===== src/design/het_pkg.sv =====
// Package for the hysteresis edge trigger: shared types and constants.
// Used by het_front, het_queue, het_back and hysteresis_edge_trigger.
`default_nettype none
package het_pkg;

  // Config register indexes
  localparam logic [1:0] CFG_LEVEL = 2'd0;
  localparam logic [1:0] CFG_HYST  = 2'd1;
  localparam logic [1:0] CFG_MODE  = 2'd2;
  localparam logic [1:0] CFG_PRE   = 2'd3;

  // Edge mode codes
  localparam logic [1:0] MODE_RISE = 2'd0;
  localparam logic [1:0] MODE_FALL = 2'd1;

  // Reset values of the config registers
  localparam logic signed [13:0] LEVEL_RST = 14'sd0;
  localparam logic [13:0]        HYST_RST  = 14'd200;
  localparam logic [1:0]         MODE_RST  = MODE_RISE;
  localparam logic [12:0]        PRE_RST   = 13'd2048;

  // Millivolt scaling: mv = raw * MV_SCALE / 256, truncated toward zero
  localparam logic signed [21:0] MV_SCALE = 22'sd10000;

  // Width of the band compare (level +/- half band)
  localparam int BW = 16;

  // Phase of the hysteresis machine
  typedef enum logic [1:0] {
    PH_WAIT  = 2'd0,
    PH_BELOW = 2'd1,
    PH_BAND  = 2'd2
  } phase_t;

  // Classified sample word passed from front to back
  typedef struct packed {
    logic frame_start;
    logic active;   // triggering enabled
    logic below;    // v < lower
    logic above;    // v > upper
    logic in_band;  // lower < v < upper
  } cls_t;

endpackage
`default_nettype wire


===== src/design/het_front.sv =====
// Front end: config registers, millivolt scaling and band classification.
// Depends on het_pkg.
`default_nettype none
module het_front (
  input  wire                logic clk,
  input  wire                logic rst_n,
  input  wire                logic cfg_valid,
  input  wire                logic [1:0] cfg_index,
  input  wire                logic [13:0] cfg_data,
  input  wire                logic signed [7:0] raw_sample,
  input  wire                logic frame_start,
  output het_pkg::cls_t      cls,
  output logic [12:0]        pretrigger
);
  import het_pkg::*;

  logic signed [13:0] level_r;
  logic [13:0]        hyst_r;
  logic [1:0]         mode_r;
  logic [12:0]        pre_r;

  logic signed [21:0]   prod;
  logic signed [21:0]   prod_adj;
  logic signed [13:0]   mv;
  logic signed [BW-1:0] v;
  logic signed [BW-1:0] upper;
  logic signed [BW-1:0] lower;
  logic signed [BW-1:0] half;

  // Config register file
  always_ff @(posedge clk) begin
    if (!rst_n) begin
      level_r <= LEVEL_RST;
      hyst_r  <= HYST_RST;
      mode_r  <= MODE_RST;
      pre_r   <= PRE_RST;
    end else if (cfg_valid) begin
      case (cfg_index)
        CFG_LEVEL: level_r <= cfg_data;
        CFG_HYST:  hyst_r  <= cfg_data;
        CFG_MODE:  mode_r  <= cfg_data[1:0];
        CFG_PRE:   pre_r   <= cfg_data[12:0];
        default:   ;
      endcase
    end
  end

  assign pretrigger = pre_r;

  // Scale to mV, round toward zero, invert for falling edge
  always_comb begin
    prod     = 22'(raw_sample) * MV_SCALE;
    prod_adj = prod + ((prod < 0) ? 22'sd255 : 22'sd0);
    mv       = 14'(prod_adj >>> 8);
    v        = (mode_r == MODE_FALL) ? -BW'(mv) : BW'(mv);
  end

  // Band edges and classification
  always_comb begin
    half  = $signed({{(BW-13){1'b0}}, hyst_r[13:1]});
    upper = BW'(level_r) + half;
    lower = BW'(level_r) - half;
    cls.frame_start = frame_start;
    cls.active      = (mode_r == MODE_RISE) || (mode_r == MODE_FALL);
    cls.below       = v < lower;
    cls.above       = v > upper;
    cls.in_band     = (v > lower) && (v < upper);
  end

endmodule
`default_nettype wire


===== src/design/het_queue.sv =====
// Two-entry queue that decouples the front end from the trigger back end.
// Depends on het_pkg.
`default_nettype none
module het_queue (
  input  wire           logic clk,
  input  wire           logic rst_n,
  input  wire           logic push,
  input  het_pkg::cls_t push_word,
  input  wire           logic pop,
  output het_pkg::cls_t pop_word,
  output logic          full,
  output logic          empty
);
  import het_pkg::*;

  cls_t       mem [2];
  logic       wr_ptr_r, wr_ptr_nxt;
  logic       rd_ptr_r, rd_ptr_nxt;
  logic [1:0] cnt_r, cnt_nxt;

  // Storage
  always_ff @(posedge clk) begin
    if (push) begin
      mem[wr_ptr_r] <= push_word;
    end
  end

  assign pop_word = mem[rd_ptr_r];
  assign full     = (cnt_r == 2'd2);
  assign empty    = (cnt_r == 2'd0);

  // Pointers and fill count
  always_comb begin
    wr_ptr_nxt = push ? ~wr_ptr_r : wr_ptr_r;
    rd_ptr_nxt = pop ? ~rd_ptr_r : rd_ptr_r;
    cnt_nxt    = cnt_r + 2'(push) - 2'(pop);
  end

  always_ff @(posedge clk) begin
    if (!rst_n) begin
      wr_ptr_r <= 1'b0;
      rd_ptr_r <= 1'b0;
      cnt_r    <= 2'd0;
    end else begin
      wr_ptr_r <= wr_ptr_nxt;
      rd_ptr_r <= rd_ptr_nxt;
      cnt_r    <= cnt_nxt;
    end
  end

endmodule
`default_nettype wire


===== src/design/het_back.sv =====
// Back end: hysteresis phase machine, trigger position, window check,
// trigger count and the output register. Depends on het_pkg.
`default_nettype none
module het_back #(
  parameter int FRAME_LENGTH  = 8192,
  parameter int WINDOW_LENGTH = 4096,
  parameter int MAX_TRIGGERS  = 128
) (
  input  wire           logic clk,
  input  wire           logic rst_n,
  input  het_pkg::cls_t cls,
  input  wire           logic cls_avail,
  output logic          cls_take,
  input  wire           logic [12:0] pretrigger,
  output logic          out_valid,
  input  wire           logic out_stall,
  output logic          out_trigger_hit,
  output logic [12:0]   out_trigger_index,
  output logic          out_window_accept,
  output logic          out_captured,
  output logic [7:0]    out_trigger_total
);
  import het_pkg::*;

  localparam int IW   = $clog2(FRAME_LENGTH + 1);
  localparam int WW   = $clog2(WINDOW_LENGTH + 1);
  localparam int CNTW = $clog2(MAX_TRIGGERS + 1);
  localparam int PW   = (IW > 13) ? IW : 13;
  localparam int TW   = (CNTW > 8) ? CNTW : 8;
  localparam int CW0  = (IW > WW) ? IW : WW;
  localparam int CW   = ((CW0 > 13) ? CW0 : 13) + 1;

  phase_t          phase_r, phase_nxt, ph;
  logic [IW-1:0]   entry_r, entry_nxt, entry;
  logic [IW-1:0]   idx_r, idx_nxt, idx;
  logic [CNTW-1:0] cnt_r, cnt_nxt, cnt;
  logic            lock_r, lock_nxt, lock;

  logic          hit, acc;
  logic [IW-1:0] pos;
  logic [IW:0]   mid_sum;
  logic [CW-1:0] pos_w, pre_w, lim_w;
  logic [PW-1:0] pos_ext;
  logic [TW-1:0] cnt_ext;

  logic        out_valid_r;
  logic        hit_r, acc_r, lock_out_r;
  logic [12:0] index_r;
  logic [7:0]  total_r;

  // Take a word whenever the output register is free or being drained
  assign cls_take = cls_avail && (!out_valid_r || !out_stall);

  // Phase machine and trigger bookkeeping
  always_comb begin
    ph    = phase_r;
    entry = entry_r;
    idx   = idx_r;
    cnt   = cnt_r;
    lock  = lock_r;
    if (cls.frame_start) begin
      ph    = PH_WAIT;
      entry = '0;
      idx   = '0;
      cnt   = '0;
      lock  = 1'b0;
    end
    phase_nxt = ph;
    entry_nxt = entry;
    idx_nxt   = idx;
    cnt_nxt   = cnt;
    lock_nxt  = lock;
    hit       = 1'b0;
    acc       = 1'b0;
    pos       = '0;
    mid_sum   = {1'b0, entry} + {1'b0, idx};
    pos_w     = '0;
    pre_w     = CW'(pretrigger);
    lim_w     = CW'(pretrigger) + CW'(WINDOW_LENGTH);
    if (idx < IW'(FRAME_LENGTH)) begin
      if (cls.active) begin
        case (ph)
          PH_WAIT: begin
            if (cls.below) phase_nxt = PH_BELOW;
          end
          PH_BELOW: begin
            if (cls.above) begin
              hit       = 1'b1;
              pos       = idx;
              phase_nxt = PH_WAIT;
            end else if (cls.in_band) begin
              phase_nxt = PH_BAND;
              entry_nxt = idx;
            end
          end
          PH_BAND: begin
            if (cls.below) begin
              phase_nxt = PH_BELOW;
            end else if (cls.above) begin
              hit       = 1'b1;
              pos       = mid_sum[IW:1];
              phase_nxt = PH_WAIT;
            end
          end
          default: ;
        endcase
      end
      // Window fit and saturating count
      pos_w = CW'(pos);
      if (hit) begin
        if (!lock && pos_w >= pre_w && pos_w < lim_w) begin
          acc      = 1'b1;
          lock_nxt = 1'b1;
        end
        if (cnt < CNTW'(MAX_TRIGGERS)) cnt_nxt = cnt + 1'b1;
      end
      idx_nxt = idx + 1'b1;
    end
    pos_ext = PW'(pos);
    cnt_ext = TW'(cnt_nxt);
  end

  always_ff @(posedge clk) begin
    if (!rst_n) begin
      phase_r <= PH_WAIT;
      entry_r <= '0;
      idx_r   <= '0;
      cnt_r   <= '0;
      lock_r  <= 1'b0;
    end else if (cls_take) begin
      phase_r <= phase_nxt;
      entry_r <= entry_nxt;
      idx_r   <= idx_nxt;
      cnt_r   <= cnt_nxt;
      lock_r  <= lock_nxt;
    end
  end

  // Output register
  always_ff @(posedge clk) begin
    if (!rst_n) begin
      out_valid_r <= 1'b0;
    end else if (cls_take) begin
      out_valid_r <= 1'b1;
    end else if (!out_stall) begin
      out_valid_r <= 1'b0;
    end
  end

  always_ff @(posedge clk) begin
    if (cls_take) begin
      hit_r      <= hit;
      index_r    <= pos_ext[12:0];
      acc_r      <= acc;
      lock_out_r <= lock_nxt;
      total_r    <= (cnt_ext > TW'(255)) ? 8'hFF : cnt_ext[7:0];
    end
  end

  assign out_valid         = out_valid_r;
  assign out_trigger_hit   = hit_r;
  assign out_trigger_index = index_r;
  assign out_window_accept = acc_r;
  assign out_captured      = lock_out_r;
  assign out_trigger_total = total_r;

endmodule
`default_nettype wire


===== src/design/hysteresis_edge_trigger.sv =====
// Hysteresis edge trigger, top level. An accepted input word enters the queue at the
// accept edge and the output register at a later edge, when the back end pops it.
// Throughput: one word per cycle unless stalled; the back end pops the queue every cycle the
// output register is free or draining. Synchronous active-low reset clears the
// phase machine, frame counters, queue and output valid, and loads the config
// defaults (level 0 mV, band 200 mV, rising edge, pretrigger 2048).
`default_nettype none
module hysteresis_edge_trigger #(
  parameter int FRAME_LENGTH  = 8192,
  parameter int WINDOW_LENGTH = 4096,
  parameter int MAX_TRIGGERS  = 128
) (
  input  wire  logic clk,
  input  wire  logic rst_n,
  input  wire  logic cfg_valid,
  output logic       cfg_ready,
  input  wire  logic [1:0] cfg_index,
  input  wire  logic [13:0] cfg_data,
  input  wire  logic in_valid,
  output logic       in_stall,
  input  wire  logic signed [7:0] in_raw_sample,
  input  wire  logic in_frame_start,
  output logic       out_valid,
  input  wire  logic out_stall,
  output logic       out_trigger_hit,
  output logic [12:0] out_trigger_index,
  output logic       out_window_accept,
  output logic       out_captured,
  output logic [7:0] out_trigger_total
);
  import het_pkg::*;

  cls_t        front_cls;
  cls_t        back_cls;
  logic [12:0] pretrigger;
  logic        q_full, q_empty, q_pop, q_push;

  assign cfg_ready = 1'b1;
  assign in_stall  = q_full;
  assign q_push    = in_valid && !q_full;

  het_front u_front (
    .clk         (clk),
    .rst_n       (rst_n),
    .cfg_valid   (cfg_valid && cfg_ready),
    .cfg_index   (cfg_index),
    .cfg_data    (cfg_data),
    .raw_sample  (in_raw_sample),
    .frame_start (in_frame_start),
    .cls         (front_cls),
    .pretrigger  (pretrigger)
  );

  het_queue u_queue (
    .clk       (clk),
    .rst_n     (rst_n),
    .push      (q_push),
    .push_word (front_cls),
    .pop       (q_pop),
    .pop_word  (back_cls),
    .full      (q_full),
    .empty     (q_empty)
  );

  het_back #(
    .FRAME_LENGTH  (FRAME_LENGTH),
    .WINDOW_LENGTH (WINDOW_LENGTH),
    .MAX_TRIGGERS  (MAX_TRIGGERS)
  ) u_back (
    .clk               (clk),
    .rst_n             (rst_n),
    .cls               (back_cls),
    .cls_avail         (!q_empty),
    .cls_take          (q_pop),
    .pretrigger        (pretrigger),
    .out_valid         (out_valid),
    .out_stall         (out_stall),
    .out_trigger_hit   (out_trigger_hit),
    .out_trigger_index (out_trigger_index),
    .out_window_accept (out_window_accept),
    .out_captured      (out_captured),
    .out_trigger_total (out_trigger_total)
  );

endmodule
`default_nettype wire


===== config.mk =====
export PLATFORM = sky130hd
export DESIGN_NAME = hysteresis_edge_trigger
export DESIGN_NICKNAME = d
export VERILOG_FILES = /design/src/design/het_pkg.sv /design/src/design/het_front.sv /design/src/design/het_queue.sv /design/src/design/het_back.sv /design/src/design/hysteresis_edge_trigger.sv
export SDC_FILE = /design/constraint.sdc
export NUM_CORES = 1
export LEC_CHECK = 0
export BUFFER_PORTS_ARGS = -buffer_cell sky130_fd_sc_hd__buf_2
export CORE_MARGIN = 5
export CORE_UTILIZATION = 52
export CTS_CLUSTER_DIAMETER = 120
export DETAILED_ROUTE_END_ITERATION = 12
export PLACE_DENSITY = 0.7
export SYNTH_ARGS = -nofsm -noshare
export SYNTH_HDL_FRONTEND = slang
export SYNTH_SLANG_ARGS = --single-unit

===== constraint.sdc =====
create_clock -name clk -period 9.6 [get_ports clk]
set_input_delay 0 -clock clk [delete_from_list [all_inputs] [get_ports clk]]
set_output_delay 0 -clock clk [all_outputs]
set_load 0.005 [all_outputs]

-- Yosys cells after proc, flatten, opt, wreduce, memory -nomap -nowiden
Memory sizes are Yosys's and may differ from the RTL's. A register that Yosys moved wholly into a read port is not among the register bits.
Cells that the tools add are included.
W data, S select, Z words.
- equal/unequal tests: 8
- reductions and logical operators: 21
- multiply operators: 1
- bitwise operators: 2
- mux-type cells: 45
- magnitude comparators: 10
- $add $sub $neg: 10
- operators by type and width (cell ; count):
    $mux W14 ; 13
    $mux W8 ; 5
    $gt A16 B16 Y1 ; 2
    $lt A16 B16 Y1 ; 2
    $add A14 B14 Y15 ; 2
    $pmux W14 S2 ; 1
    $add A22 B9 Y22 ; 1
    $lt A22 B1 Y1 const B ; 1
    $mul A8 B11 Y18 const B ; 1
    $mux W16 ; 1
    $mux W2 ; 8
    $neg A14 Y16 ; 1
    $lt A14 B15 Y1 ; 1
    $mux W1 ; 15
    $sub A14 B14 Y15 ; 1
    $add A13 B13 Y14 const B ; 1
    $add A14 B1 Y14 const B ; 1
    $ge A14 B13 Y1 ; 1
    $lt A14 B14 Y1 const B ; 1
    $reduce_and A2 Y1 ; 5
    $add A8 B1 Y8 const B ; 1
    $eq A2 B2 Y1 const B ; 4
    $gt A8 B8 Y1 const B ; 1
    $logic_not A2 Y1 ; 4
    other kinds (11) ; 23
- word-level logic and storage cells: 116
- output and inout bits: 27
- bits of input ports: 30
- memory bits (writable): 10
- register bits: 111
- memories kept: 1
- memories (name ; words ; width ; read ports ; clocked after Yosys merged registers in ; write ports ; line ; RTL):
    u_queue.mem ; 2 ; 5 ; 1 ; 1 ; 1 ; het_queue.sv:16 ; cls_t mem [2];

-- Longest topological paths before layout
Gate-level depths: netlist (run 1).
- word-level depth: 13
- gate-level depth with buffers: 36
- gate-level depth less buffers: 35

-- Cells and area by module
Synthesis (run 1) repeated with hierarchy kept, for this count alone.
- cell total of the unflattened synthesis: 1283
- area total of the unflattened synthesis: 10746.6 um^2
- by module, submodules not included (module ; area each (um^2) ; cells each ; instances ; seq. area each (um^2)):
    het_front ; 5726.7 ; 715 ; 1 ; 840.8
    het_back ; 4409.2 ; 528 ; 1 ; 1521.5
    het_queue ; 581.8 ; 36 ; 1 ; 400.4
    hysteresis_edge_trigger ; 28.8 ; 4 ; 1 ; 0.0

-- Worst setup path after synthesis (run 1)
Ideal clock, no wire load.
- kind: input-to-reg
- start point: input in_raw_sample[5]
- end point: memory u_queue.mem[0][0] (netlist name) (data pin)
- path buffers: 1
- required time: 9.331 ns
- setup time: 0.269 ns
- stages: 35
- slack: 1.888 ns
- data arrival time: 7.443 ns
- path through: fa_1 > inv_1 > fa_1 > inv_1 > fa_1 > inv_1 > fa_1 > inv_1 > ha_1 > a21oi_1 > o31ai_4 > o21a_2 > a41oi_1 > xnor2_1 > ha_1 > nand4_1 > or3_4 > o211ai_4 > buf_2 > nand2_1 > xor2_1 > ha_1 > nor2_1 > nand2_1 > o21ai_0 > xnor2_1 > ha_1 > a21o_1 > a21o_1 > a21oi_1 > o21ai_0 > a211o_1 > a41oi_1 > mux2i_1 > nor3b_2
- RTL lines (what ; line ; RTL):
    start, declared ; hysteresis_edge_trigger.sv:21 ; input wire logic signed [7:0] in_raw_sample,
    end, declared ; het_queue.sv:16 ;

==> summary.md, run 1 <==
| Metric | Value |
|---|---|
| Post-synth EDFFs | 34 |
| WP data required | 9.76 ns |
| Mapped Nets | 1,426 |
| Setup TNS | 0 ns |
| Routed wl met3 | 1.405 mm |
| Syn_area_per_cell | 8.359 um2 |
| Max cap viols | 0 |
| Pint | 1490 uW |
| Vias | between 8,000 and 9,000 |
| Met2 wire len | 10.98 mm |
| Grt ovf | 0 |
| Status | complete, no violations |
| CTS tree | built |
| YS warnings | 0 |
| Clock slew at the register clock pins of the worst setup and hold paths | 0.06 ns |
| DP Wirelength | 18.40 mm |
| Post-cts resize count | 0 |
| Pin count of the biggest net entering global routing | just under 90 |
| Port buffer count | 55 |
| Crit path max-delay family | adder cells |
| Clock insertion delay at the later pin of the skew report | 0.43 ns |
| GRT Overall Usage | 21.91% |
| LEAKAGE | a little over 0.005 uW |
| CTS Sinks | 121 |
| Worst EP arrival | around 8.4 ns |
| Final setup violation count | 0 |
| Top Layer Used | met4 |
| Most used DFF post-synth | dfxtp_1 |
| Vias per cell | 5.545 |
| I/O Pins | 57 |
| Tcrit/Tclk final | 85.23% |
| Worst-margin pin slew | roughly 1.2 ns |
| Fin Hold WS | 0.01592 ns |
| Post-Synthesis Cells | 1,246 |
| Fillers | 1,753 |
| Distinct cells, synth | 82 |
| Die height | 151.5 um |
| Crit path buf inv count | 5 |
| CORE AREA | 19,590 um2 |
| Nets@finish | 1,477 |
| Post-synthesis sequential area ratio | 26.53% |
| Die W | 151.5 um |
| Pwr per Cell Area | 210.3 nW/um2 |
| Power share of the clock group | 27.6% |
| DIE AREA | 22,960 um2 |
| Crit path time final | 8.182 ns |
| Cell area after synthesis | about 10,000 um2 |
| DRT met1 WL | around 12 mm |
| RSZ-0062 raised after global routing | false |
| HP Class | input port to flip-flop |
| Number of diodes | 0 |
| CTS Root Cell | clkbuf_16 |
| Reg power frac | 26.4% |
| Psw | 966.4 uW |
| Starting density of the core | 53.16% |
| Clock Tree Buf Depth | 2 |
| Layout Skew | 0.01384 ns |
| Global-route wire length before repair | around 40 mm |
| Routed Wire Length | 24.26 mm |
| Final hold violation count | 0 |
| DR pass1 iterations | 6 |
| Iter 0 DRT Violations | about 570 |
| Worst setup SP type | input port |
| Layout cells sized above 1 | about a tenth |
| Initial antenna violation count | 0 |
| VDD IR-drop max | 129.5 uV |
| Gp weighted congestion | 0.8776 |
| H-tree levels | 4 |
| Vias in the first global route | 8,412 |
| Cts bufs inserted | 17 |
| Critical-path top delay cell | fa_1 |
| Post-synthesis async set-or-reset flop share | 0% |
| Largest stage delay, worst path | 0.53 ns |
| Synthesized flop and latch total | 121 |
| CP Class | input port to flip-flop |
| Area Overhead vs Synth | 12.17% |
| Cell row count | between 50 and 60 |
| Worst rel slew slack | approximately 23% |
| Logic pwr share | 46.0% |
| Fmax | 122.2 MHz |
| Switch share | about 39% |
| DR WL/cell | between 15 and 20 um |
| CP endpoint kind | flip-flop |
| Slew Viols, Final | 0 |
| # DRC | 0 |
| CP Max Fanout | 14 |
| Post-DRT Antenna Nets | 0 |
[cells in the final DEF (no fill, tap or decap), types with 9 or more instances in the layout]
cell and instances:
buf_4 9, nand2b_1 12, nand2_1 164, o211ai_1 13, a21boi_0 43, xor2_1 22
ha_1 133, a21oi_1 55, nor2b_1 38, a22oi_1 19, dlygate4sd3_1 16, and2_1 46
xnor2_1 59, nor2_1 82, edfxtp_1 34, nand3_1 25, dfxtp_1 87, clkbuf_16 18
a21o_1 20, inv_1 102, nor3_1 16, fa_1 17, and3_1 13, buf_2 55
o21a_1 11, o21ai_0 31, nand4_1 15
[flip-flops by register name, indices dropped and copies added, names as in the netlist, 2 cells and up, named ones only]
register                  count
u_front.pretrigger           13
u_back.out_trigger_index     13
u_back.cnt_r                  8
u_queue.mem                  10
u_back.phase_r                2
u_front.mode_r                2
u_front.hyst_r               13
u_back.entry_r               14
u_back.out_trigger_total      8
u_back.idx_r                 14
u_front.level_r              14
u_queue.cnt_r                 2
[repair_timing]
item	4_1_cts	5_1_grt
hold buffers	16	0
hold endpoints to repair	45	0
buffers inserted	0	0
[cell families after synthesis]
family	synth area share, %
simple gates	21.41
compound gates	18.89
fa+ha+maj	19.34
buf+inv	5.562
flops	26.53
xor+xnor	7.124
mux	1.117
other cells	0.03601
[power by group through the flow]
stage	clock [uW]	sequential, uW	combinational (uW)
2_1_floorplan	0	659	830
3_3_place_gp	0	657	1090
3_5_place_dp	0	659	1110
4_1_cts	686	648	1130
5_1_grt	715	656	1270
6_report	677	648	1130
[layout make-up]
type	instances	area (um2)	share of cell area, %
clock inverters	13	161.4	1.382
inverters	102	382.9	3.277
clock buffers	19	464.2	3.973
well taps	265	331.6	2.838
flip-flops and latches	121	2763	23.65
multi-input cells	975	7077	60.58
repair buffers	80	503.0	4.305
[metrics by stage]
stage / utilization (%) / total power, uW / cells / instance area (um2) / setup slack [ns]
final: 59.63 / 2457 / 1575 / 11680 / 1.418
after global routing: 59.63 / 2639 / 1575 / 11680 / 0.9493
after CTS: 59.63 / 2460 / 1575 / 11680 / 1.496
after detailed placement: 55.62 / 1768 / 1527 / 10900 / 1.071
after global placement: 55.62 / 1748 / 1527 / 10900 / 1.273
after floorplan: - / 1489 / 1246 / 10420 / 1.888
[cell usage after synthesis, types with 4 or more instances]
| cell | n | area, um2 |
|---|---|---|
| a211o_1 | 4 | 35.03 |
| a211oi_1 | 5 | 37.54 |
| a21boi_0 | 43 | 322.8 |
| a21o_1 | 20 | 150.1 |
| a21oi_1 | 55 | 275.3 |
| a22oi_1 | 19 | 142.6 |
| a31oi_1 | 8 | 50.05 |
| and2_1 | 46 | 287.8 |
| and3_1 | 13 | 81.33 |
| buf_2 | 4 | 20.02 |
| clkbuf_1 | 42 | 157.7 |
| dfxtp_1 | 87 | 1742 |
| edfxtp_1 | 34 | 1021 |
| fa_1 | 17 | 340.3 |
| ha_1 | 133 | 1664 |
| inv_1 | 102 | 382.9 |
| mux2_2 | 4 | 45.04 |
| mux2i_1 | 6 | 60.06 |
| nand2_1 | 164 | 615.6 |
| nand2b_1 | 12 | 75.07 |
| nand3_1 | 25 | 125.1 |
| nand4_1 | 15 | 93.84 |
| nor2_1 | 82 | 307.8 |
| nor2b_1 | 38 | 237.7 |
| nor3_1 | 16 | 80.08 |
| nor3b_1 | 6 | 45.04 |
| nor4_1 | 8 | 50.05 |
| o2111ai_1 | 6 | 52.55 |
| o211a_1 | 4 | 40.04 |
| o211ai_1 | 13 | 97.59 |
| o21a_1 | 11 | 82.58 |
| o21ai_0 | 31 | 155.2 |
| o21bai_1 | 7 | 52.55 |
| o22ai_1 | 4 | 25.02 |
| o31ai_1 | 6 | 45.04 |
| or2_2 | 8 | 50.05 |
| or3_1 | 7 | 43.79 |
| xnor2_1 | 59 | 516.8 |
| xor2_1 | 22 | 192.7 |
[worst register-to-register path, cell delays in order, from the launching register on]
cell      delay, ns
dfxtp_1        0.52
mux2i_2        0.25
buf_4          0.35
and2_1         0.24
ha_1           0.28
a21o_1         0.20
a21oi_1        0.25
o21bai_1       0.11
a21oi_1        0.21
o21ai_0        0.11
a21oi_1        0.23
nor2b_1        0.08
o21a_1         0.21
or3_1          0.33
nand3_1        0.12
a21oi_1        0.13
ha_1           0.35
a21oi_1        0.13
o21ai_0        0.10
a21oi_1        0.21
o31ai_1        0.11
a311oi_1       0.40
o21ai_0        0.18
[final timing paths]
check                        startpoint               endpoint  slack, ns  depth (start not counted)
setup / recovery       in_raw_sample[5]      u_queue.mem[1][0]       1.42                         35
hold / removal             cfg_index[0]     u_front.level_r[3]       0.02                          4
setup reg to reg              flip-flop    u_back.out_captured       4.25                         22
hold reg to reg   u_front.pretrigger[6]  u_front.pretrigger[6]       0.47                          2
[layer usage]
layer  GRT usage [%]  vias to the layer above
met2           35.30                      205
met1           30.33                     4073
met4           4.672                        0
met5               0                        -
met3           4.878                       23
li1                -                     4432
(Power assumes the default switching activity.)
==> run 2, diff against run 1 <==
Settings changed: PLACE_DENSITY 0.7 to 0.72.
Clock period 9.6 ns to 7.3 ns, I/O delays scaled along.
==> summary.md, run 2 (same netlist as run 1, synthesis figures left out) <==
| Metric | Value |
|---|---|
| Global-route wire length before repair | 41.48 mm (+2.0%) |
| Final hold violation count | 0 (unchanged) |
| Clock Tree Buf Depth | 2 (unchanged) |
| I/O Pins | 57 (unchanged) |
| Fillers | 1,686 (-3.8%) |
| Crit path max-delay family | adder cells |
| CP Max Fanout | 5 (-9) |
| Commonest non-fill, non-tap cell in the layout | nand2_1 |
| Worst Reg-to-Reg Cells | 22 (unchanged) |
| DR pass1 iterations | 7 (+1) |
| Gp weighted congestion | 0.8831 (+0.63%) |
| Status | complete, no violations |
| R2r setup slk | 2.03 ns (-2.22 ns) |
| Power share of the clock group | 24.4% (-3.2 points) |
| Tcrit/Tclk final | 96.95% |
| Switch share | 40.77% (+1.4 points) |
| Cell row count | 51 (unchanged) |
| Layout Skew | 0.007854 ns (-0.005985 ns) |
| Worst-margin pin slew | 1.120 ns (-0.03129 ns) |
| CP endpoint kind | flip-flop |
| Reg power frac | 25.0% (-1.4 points) |
| H-tree levels | 4 (unchanged) |
| Area Overhead vs Synth | 17.84% |
| Vias | 9,076 (+3.9%) |
| CTS Sinks | 121 (unchanged) |
| Pwr per Cell Area | 278.5 nW/um2 (+32%) |
| VDD IR-drop max | 164.3 uV (+27%) |
| Largest stage delay, worst path | 0.54 ns (about the same) |
| Slew Viols, Final | 0 (unchanged) |
| Hold Crit Endpoint | u_front.level_r[3] |
| WP data required | 7.46 ns (-2.30 ns) |
| Clock insertion delay at the later pin of the skew report | 0.42 ns (about the same) |
| Post-DRT Antenna Nets | 0 (unchanged) |
| Biggest regs | u_back.entry_r: 14 flops, u_back.idx_r: 14 flops, u_front.level_r: 14 flops |
| Worst setup SP type | input port |
| Crit path buf inv count | 5 (unchanged) |
| Vias in the first global route | 8,856 (+5.3%) |
| DP Wirelength | 18.73 mm (+1.8%) |
| Iter 0 DRT Violations | 522 (-7.6%) |
| Setup TNS | 0 ns (unchanged) |
| Worst EP arrival | 7.23 ns (-1.12 ns) |
| Psw | 1394 uW (+44%) |
| Pin count of the biggest net entering global routing | 89 (unchanged) |
| Port buffer count | 55 (unchanged) |
| Initial antenna violation count | 0 (unchanged) |
| Most frequent cells in the layout | nand2_1 (160), ha_1 (129), inv_1 (99) |
| Critical-path top delay cell | fa_1 |
| CP Depth | 35 (unchanged) |
| CTS tree | built |
| DR WL/cell | 15.55 um (+0.98%) |
| Grt ovf | 0 (unchanged) |
| HP Class | input port to flip-flop |
| Worst rel slew slack | 25.06% (+2.0 points) |
| Final setup violation count | 0 (unchanged) |
| Vias per cell | 5.592 (+0.85%) |
| Crit path time final | 7.078 ns |
| Most used cell, CP | fa_1 |
| Starting density of the core | 53.16% (unchanged) |
| Hold Crit Depth | 4 (unchanged) |
| Clock slew at the register clock pins of the worst setup and hold paths | 0.06 ns (about the same) |
| GRT Overall Usage | 22.13% (+0.22 points) |
| LEAKAGE | 0.005296 uW (+4.9%) |
| Die height | 151.5 um (unchanged) |
| Layout Cells excl Fill | 1,623 (+3.0%) |
| # DRC | 0 (unchanged) |
| Cts bufs inserted | 17 (unchanged) |
| Max cap viols | 0 (unchanged) |
| Nets@finish | 1,525 (+3.2%) |
| RSZ-0062 raised after global routing | true |
| Fin Hold WS | 0.02075 ns (+0.004830 ns) |
| Die W | 151.5 um (unchanged) |
| CTS Root Cell | clkbuf_16 |
| CP Class | input port to flip-flop |
| Fmax | 141.3 MHz |
| CORE AREA | 19,590 um2 (unchanged) |
| Pint | 2024 uW (+36%) |
| Number of diodes | 0 (unchanged) |
| DIE AREA | 22,960 um2 (unchanged) |
| Reg-to-Reg End | u_back.out_captured |
| HP Start | cfg_index[1] |
| Placed insts | 1,566 (+2.6%) |
| Routed Wire Length | 25.24 mm (+4.1%) |
| Logic pwr share | 50.6% (+4.6 points) |
| Layout cells sized above 1 | 15.83% (+6.1 points) |
-- run 2: how the worst max path moves through the flow --
stage                     start                 to
2_1_floorplan  in_raw_sample[5]  u_queue.mem[0][0]
3_3_place_gp   in_raw_sample[5]  u_queue.mem[0][0]
3_5_place_dp   in_raw_sample[5]  u_queue.mem[0][0]
4_1_cts        in_raw_sample[5]  u_queue.mem[1][0]
6_report       in_raw_sample[7]  u_queue.mem[1][0]
5_1_grt        in_raw_sample[7]  u_queue.mem[1][0]
-- run 2: final cells by class --
| class | count | area (um2) | area share, % |
|---|---|---|---|
| clock buffers | 17 | 425.4 | 3.466 |
| clock inverters | 15 | 155.1 | 1.264 |
| inverters | 102 | 382.9 | 3.120 |
| multi-input cells | 975 | 7332 | 59.74 |
| flip-flops and latches | 121 | 2763 | 22.51 |
| well taps | 265 | 331.6 | 2.702 |
| repair buffers | 128 | 883.3 | 7.197 |
-- run 2: through the flow --
step / total power [uW] / instance area [um2] / util [%] / worst slack (ns)
6_report: 3418 / 12270 / 62.65 / 0.2224
5_1_grt: 3658 / 12270 / 62.65 / -0.1388
4_1_cts: 3299 / 12010 / 61.31 / 0.01311
3_5_place_dp: 2451 / 11260 / 57.48 / -0.4079
3_3_place_gp: 2417 / 11260 / 57.48 / -0.1605
2_1_floorplan: 1987 / 10490 / - / 0.004365
-- run 2: per-layer routing --
metal | vias to the layer above | track usage (%) | share of wire (%)
li1 | 4536 | - | -
met1 | 4314 | 28.55 | 45
met2 | 190 | 38.50 | 49
met3 | 36 | 3.778 | 3.9
met4 | 0 | 5.660 | 1.5
met5 | - | 0 | 0
-- run 2: tightest hold or removal path: stages --
cell and delay [ns]:
buf_2 0.14, nor3b_1 0.11, nand2_1 0.08, a21boi_0 0.06
-- run 2: power by group through the flow --
| stage | Sequential (uW) | Combinational [uW] | Clock [uW] |
|---|---|---|---|
| after global placement | 867 | 1550 | 0 |
| final | 855 | 1730 | 834 |
| after CTS | 856 | 1600 | 841 |
| after global routing | 866 | 1920 | 875 |
| after floorplan | 867 | 1120 | 0 |
| after detailed placement | 869 | 1580 | 0 |
-- run 2: what timing repair did --
item / in CTS / in global routing
setup buffers: 0 / 8
gates resized for setup: 0 / 48
hold buffers: 17 / 0
endpoints found under the hold margin: 45 / 0
endpoints found under the setup margin: 0 / 6
==> run 3, diff against run 2 <==
Settings changed: CELL_PAD_IN_SITES_DETAIL_PLACEMENT set to 0, CELL_PAD_IN_SITES_GLOBAL_PLACEMENT set to 2, CORE_UTILIZATION 52 to 35, PLACE_DENSITY 0.72 to not set, PLACE_DENSITY_LB_ADDON set to 0.1.
==> summary.md, run 3 (same netlist as run 1, synthesis figures left out) <==
| Metric | Value |
|---|---|
| Status | complete, no violations |
| RSZ-0062 raised after global routing | true |
| Routed Wire Length | 28.49 mm (+13%) |
| DP Area | 11,510 um2 (+2.3%) |
| I/O Pins | 57 (unchanged) |
| Crit path max-delay family | adder cells |
| CTS Root Cell | clkbuf_16 |
| Global-route wire length before repair | 46.35 mm (+12%) |
| DIE AREA | 33,310 um2 (+45%) |
| Die height | 182.5 um (+20%) |
| Slew Viols, Final | 0 (unchanged) |
| Max cap viols | 0 (unchanged) |
| Hold Crit Depth | 4 (unchanged) |
| Worst Reg-to-Reg Cells | 21 (-4.5%) |
| Vias per cell | 4.985 (-11%) |
| CTS Sinks | 121 (unchanged) |
| VDD IR-drop max | 176.8 uV (+7.6%) |
| Crit path buf inv count | 6 (+1) |
| Most used cell, CP | fa_1 |
| Vias in the first global route | 8,705 (-1.7%) |
| Die W | 182.5 um (+20%) |
| Commonest non-fill, non-tap cell in the layout | nand2_1 |
| Vias | 8,779 (-3.3%) |
| Cell row count | 63 (+24%) |
| Grt ovf | 0 (unchanged) |
| CP Class | input port to flip-flop |
| Pin count of the biggest net entering global routing | 89 (unchanged) |
| Clock Tree Buf Depth | 2 (unchanged) |
| Cts bufs inserted | 17 (unchanged) |
| Fmax | 139.9 MHz (-0.96%) |
| Final hold violation count | 0 (unchanged) |
| HP Start | in_valid |
| HP Class | input port to flip-flop |
| Iter 0 DRT Violations | 428 (-18%) |
| Area Overhead vs Synth | 20.82% |
| Worst-margin pin slew | 1.191 ns (+0.07134 ns) |
| WP data required | 7.45 ns (about the same) |
| Post-DRT Antenna Nets | 0 (unchanged) |
| Biggest regs | u_back.entry_r: 14 flops, u_back.idx_r: 14 flops, u_front.level_r: 14 flops |
| Initial antenna violation count | 0 (unchanged) |
| DR WL/cell | 16.18 um (+4.0%) |
| Nets@finish | 1,538 (+0.85%) |
| Number of diodes | 0 (unchanged) |
| DR pass1 iterations | 5 (-2) |
| Starting density of the core | 35.33% (-18 points) |
| Most frequent cells in the layout | nand2_1 (161), ha_1 (130), inv_1 (99) |
| H-tree levels | 4 (unchanged) |
| Reg-to-Reg End | u_back.out_captured |
| Final setup violation count | 0 (unchanged) |
| DP Wirelength | 22.01 mm (+17%) |
| Worst setup SP type | input port |
| LEAKAGE | 0.005392 uW (+1.8%) |
| # DRC | 0 (unchanged) |
| Worst EP arrival | 7.29 ns (+0.06 ns) |
| CP endpoint kind | flip-flop |
| CORE AREA | 29,480 um2 (+50%) |
| Tcrit/Tclk final | 97.89% (+0.94 points) |
| Port buffer count | 55 (unchanged) |
| Pre-CTS setup slack | -0.3482 ns (+0.05967 ns) |
| Critical-path top delay cell | fa_1 |
| CP Max Fanout | 4 (-1) |
| Clock slew at the register clock pins of the worst setup and hold paths | 0.06 ns (about the same) |
| CTS tree | built |
| Largest stage delay, worst path | 0.54 ns (about the same) |
| Layout Skew | 0.01964 ns (+0.01178 ns) |
| Final instance area | 12,580 um2 (+2.5%) |
| PnR worst setup slack | 0.1538 ns (-0.06861 ns) |
| R2r setup slk | 1.32 ns (-0.71 ns) |
| Hold Crit Endpoint | u_queue.wr_ptr_r |
| Crit path time final | 7.146 ns (+0.06861 ns) |
| Pwr per Cell Area | 284.9 nW/um2 (+2.3%) |
| GRT Overall Usage | 16.99% (-5.1 points) |
| Layout cells sized above 1 | 16.41% (+0.58 points) |
| Gp weighted congestion | 0.7742 (-12%) |
| Worst rel slew slack | 20.42% (-4.6 points) |
| Clock insertion delay at the later pin of the skew report | 0.42 ns (about the same) |
[run 3: cell count changes in the layout (fill, tap and decap cells not counted), sizes merged]
cell         change
dlygate4sd3      -1
inv              -1
clkinvlp         -1
bufinv           +1
clkbuf           +2
buf             +14
clkinv           -1
[run 3: per-stage QoR]
step                hold WS (ns)  setup TNS (ns)  instances  total power (uW)  utilization, %
finish                   0.04021               0       1761              3585           42.68
global placement          0.2209          -1.453       1704              2581           39.05
global route             0.06424         -0.3354       1761              3873           42.68
floorplan                0.09887               0       1246              1987               -
detailed placement        0.2205          -1.783       1704              2578           39.05
CTS                      0.02260               0       1752              3541           41.79
[run 3: how the worst max path moves through the flow]
stage	start	end	slack, ns	cells past startpoint
2_1_floorplan	in_raw_sample[5]	u_queue.mem[0][0]	0.004	36
3_3_place_gp	in_raw_sample[5]	u_queue.mem[0][0]	-0.31	32
3_5_place_dp	in_raw_sample[5]	u_queue.mem[1][0]	-0.35	33
4_1_cts	in_raw_sample[5]	u_queue.mem[1][0]	0.04	32
5_1_grt	in_raw_sample[7]	u_queue.mem[1][0]	-0.12	31
6_report	in_raw_sample[7]	u_queue.mem[1][0]	0.15	32
[run 3: final cells by class]
type | count | area (um2)
multi-input combinational | 975 | 7328
inverter | 102 | 382.9
sequential | 121 | 2763
timing repair buffer | 141 | 974.7
fill | 3023 | 16900
clock buffer | 19 | 475.5
clock inverter | 13 | 171.4
tap | 390 | 488.0
[run 3: metal layers]
metal  routed length, um  part of all wire, %  global-route usage (%)  up-vias
met3                 718                  2.5                   2.013       18
met4                 221                 0.78                   3.212        0
met2               13050                   46                   27.53      111
met5                   0                    0                       0        -
met1               14510                   51                   24.54     4081
li1                    -                    -                       -     4569
[run 3: power by group]
| group | leakage, uW | internal (uW) | switching, uW | total [uW] |
|---|---|---|---|---|
| Sequential | 0.00103 | 808 | 48.5 | 857 |
| Clock | 0.000318 | 561 | 370 | 931 |
| Combinational | 0.00405 | 777 | 1020 | 1800 |
| Total | 0.00539 | 2150 | 1440 | 3590 |
[run 3: what timing repair did]
| action | in CTS | in global routing |
|---|---|---|
| hold buffers | 16 | 0 |
| setup buffers | 0 | 9 |
| setup endpoints to repair | 0 | 6 |
| hold endpoints to repair | 45 | 0 |
| gates resized for setup | 0 | 41 |
[run 3: worst reg2reg max path, stage by stage (launching register included)]
cell	delay (ns)
dfxtp_1	0.55
mux2i_2	0.80
buf_4	0.39
and2_1	0.26
ha_1	0.29
a21oi_1	0.33
o21bai_1	0.10
a21oi_1	0.23
o21ai_0	0.12
a21oi_1	0.22
nor2b_1	0.07
o21a_1	0.20
or3_1	0.31
nand3_1	0.14
a21oi_1	0.12
ha_1	0.34
a21oi_1	0.13
o21ai_0	0.09
a21oi_1	0.24
o31ai_1	0.13
a311oi_1	0.40
o21ai_0	0.22
